--- config.mk ---
export PLATFORM = sky130hd
export DESIGN_NAME = planar_dead_reckoning_integrator_unit
export DESIGN_NICKNAME = d
export VERILOG_FILES = /design/src/hdl/pdr_pkg.sv /design/src/hdl/pdr_smul.sv /design/src/hdl/pdr_cordic.sv /design/src/hdl/planar_dead_reckoning_integrator_unit.sv
export SDC_FILE = /design/constraint.sdc
export NUM_CORES = 2
export LEC_CHECK = 0
export BUFFER_PORTS_ARGS = -buffer_cell sky130_fd_sc_hd__buf_2
export CORE_UTILIZATION = 50
export CTS_CLUSTER_SIZE = 8
export DETAILED_ROUTE_END_ITERATION = 7
export GPL_TIMING_DRIVEN = 0
export PLACE_DENSITY = 0.73
export SYNTH_ARGS = -nofsm -noshare
export SYNTH_HDL_FRONTEND = slang
export SYNTH_HIERARCHICAL = 1
export SYNTH_SLANG_ARGS = --single-unit
--- constraint.sdc ---
create_clock -name clock -period 8.4 [get_ports clock]
set_input_delay 0 -clock clock [delete_from_list [all_inputs] [get_ports clock]]
set_output_delay 0 -clock clock [all_outputs]
set_load 0.005 [all_outputs]
--- src/hdl/pdr_pkg.sv ---
`default_nettype none
package pdr_pkg;

   localparam int CORDIC_STEPS = 20;
   localparam int CORDIC_TAB_N = 24;
   localparam int CORDIC_RUN   = (CORDIC_STEPS < CORDIC_TAB_N) ? CORDIC_STEPS : CORDIC_TAB_N;
   localparam int CORDIC_CNT_W = 5;

   localparam int CS_W    = 26;   // cordic x/y, Q2.22 plus growth
   localparam int ANG_W   = 32;   // cordic angle, 2^-32 turn
   localparam int MUL_A_W = 40;
   localparam int MUL_B_W = 32;
   localparam int MUL_P_W = MUL_A_W + MUL_B_W;
   localparam int MUL_CNT_W = $clog2(MUL_B_W);

   localparam logic signed [CS_W-1:0] CORDIC_GAIN = CS_W'(2547003);
   localparam logic [MUL_B_W-1:0]     RAD_TO_TURN = MUL_B_W'(683565276);

   localparam logic [20:0] PERIOD_RESET   = 21'd10486;
   localparam logic [23:0] GAP_RESET      = 24'd1048576;
   localparam logic [22:0] DEADZONE_RESET = 23'd66;

   localparam logic [1:0] REG_UPDATE_PERIOD = 2'd0;
   localparam logic [1:0] REG_GAP_LIMIT     = 2'd1;
   localparam logic [1:0] REG_DEADZONE      = 2'd2;

   function automatic logic [ANG_W-1:0] atan_entry(input logic [CORDIC_CNT_W-1:0] i);
      logic [ANG_W-1:0] r;
      unique case (i)
         5'd0:  r = 32'h20000000;
         5'd1:  r = 32'h12E4051E;
         5'd2:  r = 32'h09FB385B;
         5'd3:  r = 32'h051111D4;
         5'd4:  r = 32'h028B0D43;
         5'd5:  r = 32'h0145D7E1;
         5'd6:  r = 32'h00A2F61E;
         5'd7:  r = 32'h00517C55;
         5'd8:  r = 32'h0028BE53;
         5'd9:  r = 32'h00145F2F;
         5'd10: r = 32'h000A2F98;
         5'd11: r = 32'h000517CC;
         5'd12: r = 32'h00028BE6;
         5'd13: r = 32'h000145F3;
         5'd14: r = 32'h0000A2FA;
         5'd15: r = 32'h0000517D;
         5'd16: r = 32'h000028BE;
         5'd17: r = 32'h0000145F;
         5'd18: r = 32'h00000A30;
         5'd19: r = 32'h00000518;
         5'd20: r = 32'h0000028C;
         5'd21: r = 32'h00000146;
         5'd22: r = 32'h000000A3;
         5'd23: r = 32'h00000051;
         default: r = '0;
      endcase
      return r;
   endfunction

endpackage
`default_nettype wire

--- src/hdl/pdr_smul.sv ---
`default_nettype none
module pdr_smul import pdr_pkg::*; (
   input  wire logic                      clock,
   input  wire logic                      reset,
   input  wire logic                      start,
   input  wire logic signed [MUL_A_W-1:0] a,
   input  wire logic signed [MUL_B_W-1:0] b,
   output logic                           done,
   output logic signed [MUL_P_W-1:0]      prod
);

   logic                    busy_ff, busy_in;
   logic                    done_ff, done_in;
   logic [MUL_CNT_W-1:0]    cnt_ff, cnt_in;
   logic [MUL_A_W-1:0]      a_ff, a_in;
   logic [MUL_A_W:0]        hi_ff, hi_in;
   logic [MUL_B_W-1:0]      lo_ff, lo_in;
   logic [MUL_A_W:0]        addend, sum;
   logic                    last;

   // one multiplier bit per cycle, sign bit subtracts
   always_comb begin
      addend  = lo_ff[0] ? {a_ff[MUL_A_W-1], a_ff} : '0;
      last    = (cnt_ff == MUL_CNT_W'(MUL_B_W - 1));
      sum     = last ? hi_ff - addend : hi_ff + addend;
      busy_in = busy_ff;
      done_in = 1'b0;
      cnt_in  = cnt_ff;
      a_in    = a_ff;
      hi_in   = hi_ff;
      lo_in   = lo_ff;
      if (start) begin
         busy_in = 1'b1;
         cnt_in  = '0;
         a_in    = a;
         hi_in   = '0;
         lo_in   = b;
      end else if (busy_ff) begin
         hi_in  = {sum[MUL_A_W], sum[MUL_A_W:1]};
         lo_in  = {sum[0], lo_ff[MUL_B_W-1:1]};
         cnt_in = cnt_ff + 1'b1;
         if (last) begin
            busy_in = 1'b0;
            done_in = 1'b1;
         end
      end
   end

   always_ff @(posedge clock) begin
      if (reset) begin
         busy_ff <= 1'b0;
         done_ff <= 1'b0;
         cnt_ff  <= '0;
      end else begin
         busy_ff <= busy_in;
         done_ff <= done_in;
         cnt_ff  <= cnt_in;
      end
      a_ff  <= a_in;
      hi_ff <= hi_in;
      lo_ff <= lo_in;
   end

   assign done = done_ff;
   assign prod = {hi_ff[MUL_A_W-1:0], lo_ff};

endmodule
`default_nettype wire

--- src/hdl/pdr_cordic.sv ---
`default_nettype none
module pdr_cordic import pdr_pkg::*; (
   input  wire logic                   clock,
   input  wire logic                   reset,
   input  wire logic                   start,
   input  wire logic [23:0]            angle,
   output logic                        valid,
   output logic signed [CS_W-1:0]      cos_out,
   output logic signed [CS_W-1:0]      sin_out
);

   logic                          busy_ff, busy_in;
   logic                          valid_ff, valid_in;
   logic [CORDIC_CNT_W-1:0]       cnt_ff, cnt_in;
   logic signed [CS_W-1:0]        x_ff, x_in, y_ff, y_in, xs, ys;
   logic signed [ANG_W-1:0]       z_ff, z_in, z0;
   logic                          flip_ff, flip_in, wide;
   logic [ANG_W-1:0]              at;

   always_comb begin
      z0   = {angle, 8'b0};
      wide = (z0 > 32'sh40000000) || (z0 < -32'sh40000000);
      xs   = x_ff >>> cnt_ff;
      ys   = y_ff >>> cnt_ff;
      at   = atan_entry(cnt_ff);
      busy_in  = busy_ff;
      valid_in = valid_ff;
      cnt_in   = cnt_ff;
      x_in     = x_ff;
      y_in     = y_ff;
      z_in     = z_ff;
      flip_in  = flip_ff;
      if (start) begin
         busy_in  = 1'b1;
         valid_in = 1'b0;
         cnt_in   = '0;
         x_in     = CORDIC_GAIN;
         y_in     = '0;
         // outside a quarter turn: rotate half a turn, negate at the end
         z_in     = wide ? {~z0[ANG_W-1], z0[ANG_W-2:0]} : z0;
         flip_in  = wide;
      end else if (busy_ff) begin
         if (!z_ff[ANG_W-1]) begin
            x_in = x_ff - ys;
            y_in = y_ff + xs;
            z_in = z_ff - $signed(at);
         end else begin
            x_in = x_ff + ys;
            y_in = y_ff - xs;
            z_in = z_ff + $signed(at);
         end
         cnt_in = cnt_ff + 1'b1;
         if (cnt_ff == CORDIC_CNT_W'(CORDIC_RUN - 1)) begin
            busy_in  = 1'b0;
            valid_in = 1'b1;
         end
      end
   end

   always_ff @(posedge clock) begin
      if (reset) begin
         busy_ff  <= 1'b0;
         valid_ff <= 1'b0;
         cnt_ff   <= '0;
      end else begin
         busy_ff  <= busy_in;
         valid_ff <= valid_in;
         cnt_ff   <= cnt_in;
      end
      x_ff    <= x_in;
      y_ff    <= y_in;
      z_ff    <= z_in;
      flip_ff <= flip_in;
   end

   assign valid   = valid_ff;
   assign cos_out = flip_ff ? -x_ff : x_ff;
   assign sin_out = flip_ff ? -y_ff : y_ff;

endmodule
`default_nettype wire

--- src/hdl/planar_dead_reckoning_integrator_unit.sv ---
// Planar dead-reckoning integrator.
// Input channel req_*: one velocity command per item (time stamp, forward
// speed, vertical speed, turn rate). The block drives req_stall high while
// it works on an item, so it holds one item at a time.
// Result channel rsp_*: one pose item (x, y, z, heading) for each command
// that integrates; commands that run backwards in time, fall inside the
// update period or exceed the gap limit give no result item.
// Sequencing: an item that gives no result frees the input after its check. An
// integrating item runs the CORDIC (in parallel) and five or six serial
// multiplies (each a launch, 32 bit steps, done) on one bit-serial
// multiplier, so the pose is out after the last multiply, and the next
// item is taken only once that pose is registered; that multiplier sets
// the rate unless rsp_stall holds a second pose.
// The pose is held in an output register; if rsp_stall is high the
// block keeps working and only waits when a second pose is ready.
// Configuration writes on csr_* are always taken (csr_ready is high) and
// must come only while the block is idle.
// Reset (synchronous, active high) clears pose, heading and last time to
// zero and loads the default register values.
`default_nettype none
module planar_dead_reckoning_integrator_unit import pdr_pkg::*; (
   input  wire logic               clock,
   input  wire logic               reset,
   input  wire logic               req_valid,
   output logic                    req_stall,
   input  wire logic [39:0]        req_now_time,
   input  wire logic signed [23:0] req_linear_speed,
   input  wire logic signed [23:0] req_vertical_speed,
   input  wire logic signed [23:0] req_turn_rate,
   output logic                    rsp_valid,
   input  wire logic               rsp_stall,
   output logic signed [39:0]      rsp_pos_x,
   output logic signed [39:0]      rsp_pos_y,
   output logic signed [39:0]      rsp_pos_z,
   output logic [23:0]             rsp_heading,
   input  wire logic               csr_valid,
   output logic                    csr_ready,
   input  wire logic [1:0]         csr_index,
   input  wire logic [31:0]        csr_wdata
);

   localparam logic [2:0] ST_IDLE   = 3'd0;
   localparam logic [2:0] ST_CHECK  = 3'd1;
   localparam logic [2:0] ST_LAUNCH = 3'd2;
   localparam logic [2:0] ST_WAIT   = 3'd3;
   localparam logic [2:0] ST_OUT    = 3'd4;

   localparam logic [2:0] OP_P = 3'd0;
   localparam logic [2:0] OP_X = 3'd1;
   localparam logic [2:0] OP_Y = 3'd2;
   localparam logic [2:0] OP_Z = 3'd3;
   localparam logic [2:0] OP_Q = 3'd4;
   localparam logic [2:0] OP_H = 3'd5;

   function automatic logic signed [39:0] sat40(input logic signed [41:0] v);
      logic signed [39:0] r;
      if (v[41:39] == 3'b000 || v[41:39] == 3'b111) r = v[39:0];
      else if (v[41]) r = {1'b1, 39'b0};
      else r = {1'b0, {39{1'b1}}};
      return r;
   endfunction

   logic [2:0]         state_ff, state_in, op_ff, op_in;
   logic [20:0]        period_ff, period_in;
   logic [23:0]        gap_ff, gap_in;
   logic [22:0]        dz_ff, dz_in;
   logic signed [39:0] x_ff, x_in, y_ff, y_in, z_ff, z_in;
   logic [23:0]        yaw_ff, yaw_in;
   logic [39:0]        last_ff, last_in;
   logic [39:0]        now_ff, now_in;
   logic signed [23:0] v_ff, v_in, vz_ff, vz_in, w_ff, w_in;
   logic [23:0]        dt_ff, dt_in;
   logic signed [36:0] p_ff, p_in;
   logic signed [32:0] q_ff, q_in;
   logic               rsp_valid_ff, rsp_valid_in;
   logic signed [39:0] ox_ff, ox_in, oy_ff, oy_in, oz_ff, oz_in;
   logic [23:0]        oh_ff, oh_in;

   logic                       mul_start, mul_done, cor_start, cor_valid;
   logic signed [MUL_A_W-1:0]  mul_a;
   logic signed [MUL_B_W-1:0]  mul_b;
   logic signed [MUL_P_W-1:0]  mul_prod;
   logic signed [CS_W-1:0]     cos_v, sin_v;

   logic [40:0]        diff;
   logic [48:0]        r49p, r49z, r49q;
   logic [63:0]        r64;
   logic [51:0]        r52;
   logic signed [33:0] xy_term;
   logic signed [41:0] xy_sum, z_sum;
   logic [23:0]        vz_abs;
   logic               z_moves, out_free;

   pdr_smul u_mul (
      .clock (clock),
      .reset (reset),
      .start (mul_start),
      .a     (mul_a),
      .b     (mul_b),
      .done  (mul_done),
      .prod  (mul_prod)
   );

   pdr_cordic u_cordic (
      .clock   (clock),
      .reset   (reset),
      .start   (cor_start),
      .angle   (yaw_ff),
      .valid   (cor_valid),
      .cos_out (cos_v),
      .sin_out (sin_v)
   );

   always_comb begin
      diff    = {1'b0, now_ff} - {1'b0, last_ff};
      r49p    = mul_prod[48:0] + 49'd2048;
      r49z    = mul_prod[48:0] + 49'd524288;
      r49q    = mul_prod[48:0] + 49'd32768;
      r64     = mul_prod[63:0] + 64'd536870912;
      r52     = mul_prod[51:0] + 52'd134217728;
      xy_term = r64[63:30];
      xy_sum  = ((op_ff == OP_X) ? 42'(x_ff) : 42'(y_ff)) + 42'(xy_term);
      z_sum   = 42'(z_ff) + 42'($signed(r49z[48:20]));
      vz_abs  = vz_ff[23] ? 24'(-vz_ff) : 24'(vz_ff);
      z_moves = vz_abs > {1'b0, dz_ff};
      out_free = !rsp_valid_ff || !rsp_stall;

      unique case (op_ff)
         OP_P: begin mul_a = 40'(v_ff);  mul_b = {8'b0, dt_ff}; end
         OP_X: begin mul_a = 40'(p_ff);  mul_b = 32'(cos_v); end
         OP_Y: begin mul_a = 40'(p_ff);  mul_b = 32'(sin_v); end
         OP_Z: begin mul_a = 40'(vz_ff); mul_b = {8'b0, dt_ff}; end
         OP_Q: begin mul_a = 40'(w_ff);  mul_b = {8'b0, dt_ff}; end
         OP_H: begin mul_a = 40'(q_ff);  mul_b = RAD_TO_TURN; end
         default: begin mul_a = '0; mul_b = '0; end
      endcase

      state_in  = state_ff;
      op_in     = op_ff;
      period_in = period_ff;
      gap_in    = gap_ff;
      dz_in     = dz_ff;
      x_in      = x_ff;
      y_in      = y_ff;
      z_in      = z_ff;
      yaw_in    = yaw_ff;
      last_in   = last_ff;
      now_in    = now_ff;
      v_in      = v_ff;
      vz_in     = vz_ff;
      w_in      = w_ff;
      dt_in     = dt_ff;
      p_in      = p_ff;
      q_in      = q_ff;
      ox_in     = ox_ff;
      oy_in     = oy_ff;
      oz_in     = oz_ff;
      oh_in     = oh_ff;
      rsp_valid_in = rsp_valid_ff && rsp_stall;
      mul_start = 1'b0;
      cor_start = 1'b0;

      if (csr_valid) begin
         unique case (csr_index)
            REG_UPDATE_PERIOD: period_in = csr_wdata[20:0];
            REG_GAP_LIMIT:     gap_in    = csr_wdata[23:0];
            REG_DEADZONE:      dz_in     = csr_wdata[22:0];
            default: ;
         endcase
      end

      unique case (state_ff)
         ST_IDLE: begin
            if (req_valid) begin
               now_in   = req_now_time;
               v_in     = req_linear_speed;
               vz_in    = req_vertical_speed;
               w_in     = req_turn_rate;
               state_in = ST_CHECK;
            end
         end
         ST_CHECK: begin
            priority if (diff[40]) begin
               state_in = ST_IDLE;
            end else if (diff[39:0] > {16'b0, gap_ff}) begin
               last_in  = now_ff;
               state_in = ST_IDLE;
            end else if (diff[39:0] <= {19'b0, period_ff}) begin
               state_in = ST_IDLE;
            end else begin
               dt_in     = diff[23:0];
               cor_start = 1'b1;
               op_in     = OP_P;
               state_in  = ST_LAUNCH;
            end
         end
         ST_LAUNCH: begin
            mul_start = 1'b1;
            state_in  = ST_WAIT;
         end
         ST_WAIT: begin
            if (mul_done && cor_valid) begin
               state_in = ST_LAUNCH;
               unique case (op_ff)
                  OP_P: begin p_in = r49p[48:12]; op_in = OP_X; end
                  OP_X: begin x_in = sat40(xy_sum); op_in = OP_Y; end
                  OP_Y: begin
                     y_in  = sat40(xy_sum);
                     op_in = z_moves ? OP_Z : OP_Q;
                  end
                  OP_Z: begin z_in = sat40(z_sum); op_in = OP_Q; end
                  OP_Q: begin q_in = r49q[48:16]; op_in = OP_H; end
                  OP_H: begin
                     yaw_in   = yaw_ff + r52[51:28];
                     state_in = ST_OUT;
                  end
                  default: state_in = ST_IDLE;
               endcase
            end
         end
         ST_OUT: begin
            if (out_free) begin
               ox_in        = x_ff;
               oy_in        = y_ff;
               oz_in        = z_ff;
               oh_in        = yaw_ff;
               rsp_valid_in = 1'b1;
               last_in      = now_ff;
               state_in     = ST_IDLE;
            end
         end
         default: state_in = ST_IDLE;
      endcase
   end

   always_ff @(posedge clock) begin
      if (reset) begin
         state_ff     <= ST_IDLE;
         op_ff        <= OP_P;
         period_ff    <= PERIOD_RESET;
         gap_ff       <= GAP_RESET;
         dz_ff        <= DEADZONE_RESET;
         x_ff         <= '0;
         y_ff         <= '0;
         z_ff         <= '0;
         yaw_ff       <= '0;
         last_ff      <= '0;
         rsp_valid_ff <= 1'b0;
      end else begin
         state_ff     <= state_in;
         op_ff        <= op_in;
         period_ff    <= period_in;
         gap_ff       <= gap_in;
         dz_ff        <= dz_in;
         x_ff         <= x_in;
         y_ff         <= y_in;
         z_ff         <= z_in;
         yaw_ff       <= yaw_in;
         last_ff      <= last_in;
         rsp_valid_ff <= rsp_valid_in;
      end
      now_ff <= now_in;
      v_ff   <= v_in;
      vz_ff  <= vz_in;
      w_ff   <= w_in;
      dt_ff  <= dt_in;
      p_ff   <= p_in;
      q_ff   <= q_in;
      ox_ff  <= ox_in;
      oy_ff  <= oy_in;
      oz_ff  <= oz_in;
      oh_ff  <= oh_in;
   end

   assign req_stall   = (state_ff != ST_IDLE);
   assign rsp_valid   = rsp_valid_ff;
   assign rsp_pos_x   = ox_ff;
   assign rsp_pos_y   = oy_ff;
   assign rsp_pos_z   = oz_ff;
   assign rsp_heading = oh_ff;
   assign csr_ready   = 1'b1;

   a_accept_busy: assert property (@(posedge clock) disable iff (reset)
      req_valid && !req_stall |=> req_stall)
      else $error("input not held off after an item");

   a_done_in_wait: assert property (@(posedge clock) disable iff (reset)
      mul_done |-> state_ff == ST_WAIT)
      else $error("multiply finished outside wait state");

   a_out_heading: assert property (@(posedge clock) disable iff (reset)
      state_ff == ST_OUT && out_free |=> rsp_valid && rsp_heading == yaw_ff)
      else $error("emitted heading differs from state");

endmodule
`default_nettype wire
==> metrics.md <==
| Metric | Value |
|---|---|
| Launch point of the worst reg-to-reg path | now_ff[8] |
| Port buffer count | approximately 290 |
| CTS clk-pin slew, worst paths | about 60 ps |
| Area share of the largest cell type after synthesis | between 20% and 30% |
| Antenna-violating nets left | 0 |
| Area of the mapped netlist | between 50000 and 60000 sq um |
| Final core area utilization | a little under 60% |
| Static leakage | around 26 nW |
| CP Max Fanout | 10 |
| First-pass GRT wire length | between 200000 and 300000 um |
| DRT iter0 DRCs | 5386 |
| Worst Reg2Reg Path Length in Cells | 24 |
| Endpoint of the most critical setup path | u_cordic/x_ff[7] |
| Max stage delay on crit path | a little under 900 ps |
| Congestion Overflow GR | 0 |
| Measured slew at the worst slew-check pin | 1453 ps |
| Initial DRT Pass Iterations | 7 |
| Library cell contributing the largest single delay on the critical path | clkbuf_1 |
| Area of the die | around 110000 sq um |
| Initial antenna violation count | 8 |
| Number of maximum-capacitance violations | 0 |
| Number of H-tree levels | 3 |
| Max VDD drop | 0.1761 mV |
| Synth Flop Type | edfxtp_1 |
| Total design power | 15.35 mW |
| Total wirelength of the detailed-routed design | between 150000 and 200000 um |
| Fill cell count | 9552 |
| Clock buffers created by TritonCTS | around 120 |
| Wirelength per Cell | roughly 24 um |
| CTS Root Cell | clkbuf_16 |
| Site Rows | around 120 |
| Proportion of layout cells with a drive suffix above 1 | between 10 and 15% |
| Average footprint of a synthesized cell | slightly above 9 sq um |
| Pin count of the biggest net entering global routing | 35 |
| Met1 demand-to-capacity share in global routing | between 40 and 50% |
| Placed cell count | ~7900 |
| Fin cells | approximately 8300 |
| PD cells | about 230 nW/um^2 |
| Top Usage Layer GRT | met2 |
| Via count of the first global-routing pass | 48430 |
| Slew Viols, Final | 0 |
| Main area contributors after synthesis | edfxtp_1, dfxtp_1, ha_1, xnor2_1, nand2_1 |
| Number of enable flip-flop cells after synthesis | approximately 460 |
| Most frequent cells in the layout | nand2_1, nor2_1, edfxtp_1 |
| Library cell with the largest summed area after synthesis | edfxtp_1 |
| Worst-case setup slack after placement | -309.1 ps |
| Area of the core | around 110000 sq um |
| Floorplan die width | between 300 and 400 um |
| Run status | finished, final reports clean |
| Setup violation total in the final timing report | 0 |
| FF+latch count, synth | between 800 and 900 |
| Layout net count | approximately 7300 |
| Vertical die dimension | around 340 um |
| Met2 track demand over resource | 53.76% |
| Effective utilization at floorplan | 50.64% |
| Met3 GRT Util | 6.258% |
| Number of instances in the synthesized netlist | approximately 6100 |
| Data required, critical path | between 8000 and 9000 ps |
| Overall global routing resource usage | around 34% |
| Clock period minus worst slack | 8150 ps |
| Most common cell after layout, fill and taps aside | nand2_1 |
| Origin of the worst setup path | now_ff[8] |
| Kind of end point of the critical path | flop |
| Post-synth ARST share | 0% |
| Ports | approximately 300 |
| Type of the worst setup path | reg2reg |
| Netlist cell types | 131 |
| Final hold vios | 0 |
| R2R Setup Slk | approximately 250 ps |
| TritonCTS clock tree | yes |
| Critical path, cell by cell | ha_1 -> clkbuf_1 -> a21o_1 -> a311o_1 -> a21o_1 -> a31o_1 -> a211oi_2 -> xnor2_1 -> ha_1 -> nand4_1 -> nor2_1 -> nand4_1 -> or2_2 -> a211oi_1 -> o2111ai_1 -> nor4_1 -> nand4_1 -> or3_1 -> nor2b_4 -> nor2b_2 -> buf_4 -> clkbuf_1 -> clkbuf_1 -> nor2_1 |
| Crit start category | flop |
| Clock buffer depth | 3 |
| Post-detailed-placement cell area | approximately 60000 sq um |
| Clock latency on the worst-skew pair | ~720 ps |
| Final weighted congestion in routability-driven placement | approximately 1 |
| HPWL after detailed placement | 146900 um |
| Min-delay worst type | in2reg |
| Synth warn | 6 |
| Post-synthesis net count | between 6000 and 7000 |
| Per-cell via count in the routed design | a little over 6 |
| Endpoint of the lowest-slack register-to-register path | u_cordic/x_ff[7] |
| Post-layout worst setup margin | 250.1 ps |
| Highest clock frequency the design can meet | about 120 MHz |
| Fraction of the yosys area taken by sequential cells | about two fifths |
| Layout area overhead | 16.31% |
| Worst Skew | 40.99 ps |
| Final Cycle Share | a little over nine tenths |
| Finished layout cell area | 65540 sq um |
| Max-slew headroom at the worst pin | under 10% |
| Setup repair after global routing missed its margin | no |
| Data arrival time at the worst-slack endpoint | 8680 ps |
| Number of DRC violations after detailed routing | 0 |
| Via count of the routed design | about 51000 |
| Number of clock sinks seen by CTS | 850 |
-- layout make-up --
class	instances	area, sq um	area share [%]
antenna	6	15.01	0.02291
clock buffer	206	3324	5.072
sequential	850	21570	32.91
inverter	205	769.5	1.174
buffer	348	1519	2.317
tap	1488	1862	2.841
clock inverter	7	101.3	0.1546
timing repair buffer	510	3765	5.744
multi-input combinational	4716	32620	49.76
-- worst min path at each step --
stage | cells past startpoint | endpoint | slack (ps) | start
finish | 2 | now_ff[36] | 20 | req_now_time[36]
global route | 2 | now_ff[36] | 10 | req_now_time[36]
CTS | 2 | v_ff[17] | 0.6 | req_linear_speed[17]
detailed placement | 1 | now_ff[21] | 180 | req_now_time[21]
global placement | 1 | now_ff[18] | 180 | req_now_time[18]
floorplan | 1 | u_cordic/busy_ff | 70 | reset
-- power by group --
group | total (mW) | switching (mW) | internal [mW]
logic | 5.88 | 3.54 | 2.33
registers | 4.97 | 0.325 | 4.64
clock network | 4.51 | 1.86 | 2.64
total | 15.4 | 5.73 | 9.62
-- per-stage QoR --
step	hold WS, ps	setup TNS [ps]
4_1_cts	0.6032	0
5_1_grt	11.21	0
3_3_place_gp	176.5	-47770
2_1_floorplan	72.38	0
3_5_place_dp	178.1	-8289
6_report	20.15	0
-- state kept, by name, indices dropped and copies added, names as in the netlist, 33 cells and up --
name	flops
last_ff	40
now_ff	40
p_ff	37
q_ff	33
rsp_pos_x	40
rsp_pos_y	40
rsp_pos_z	40
u_mul/a_ff	40
u_mul/hi_ff	40
x_ff	40
y_ff	40
z_ff	40
-- synth_stat cells (all sizes together), types with 39 or more instances --
master / instances
xor2: 209
ha: 354
mux4: 62
nand2: 731
edfxtp: 455
nor2b: 48
nor2: 538
o21bai: 45
o21a: 42
o211ai: 41
a21oi: 441
clkbuf: 270
dfxtp: 395
mux2i: 133
nand3: 147
o31ai: 46
a21o: 150
and3: 48
o22ai: 96
mux2: 109
nand4: 65
a211oi: 90
xnor2: 338
inv: 202
o21ai: 275
nand2b: 53
a31oi: 56
or3: 39
buf: 78
a22oi: 65
nor3: 119
-- routing by layer --
layer,part of all wire (%),vias up,wire length (um)
li1,-,23570,-
met1,41,24670,81060
met2,45,2684,88780
met3,9.6,499,19010
met4,4.3,4,8511
met5,0.014,-,27
-- critical path: cells and delay by family, from the launching register on --
kind,cells,cell delay [ps]
AOI/OAI and AO/OA,7,1870
xor gates and xnor gates,1,280
adders and majority gates,2,670
buffers and inverters,4,2150
DFF,1,420
and+or+nand+nor,10,2550
-- repair_timing --
action	4_1_cts	5_1_grt
endpoints found under the setup margin	79	118
endpoints found under the hold margin	219	1
setup buffers	0	1
hold buffers	202	1
gates cloned	0	0
gates resized for setup	2	16
pin swaps	0	1
-- kinds of logic after synthesis --
logic type | count (synthesis) | synth area share, %
AO/OA/AOI/OAI | 1539 | 17.76
XOR/XNOR | 547 | 8.548
adder cells (fa/ha/maj) | 365 | 8.197
buffers and inverters | 553 | 4.054
flip-flops | 850 | 38.28
multiplexers | 304 | 7.087
other | 1 | 0.006654
AND/OR/NAND/NOR | 1960 | 16.07
Note: power is estimated with default switching activity, not from simulation.
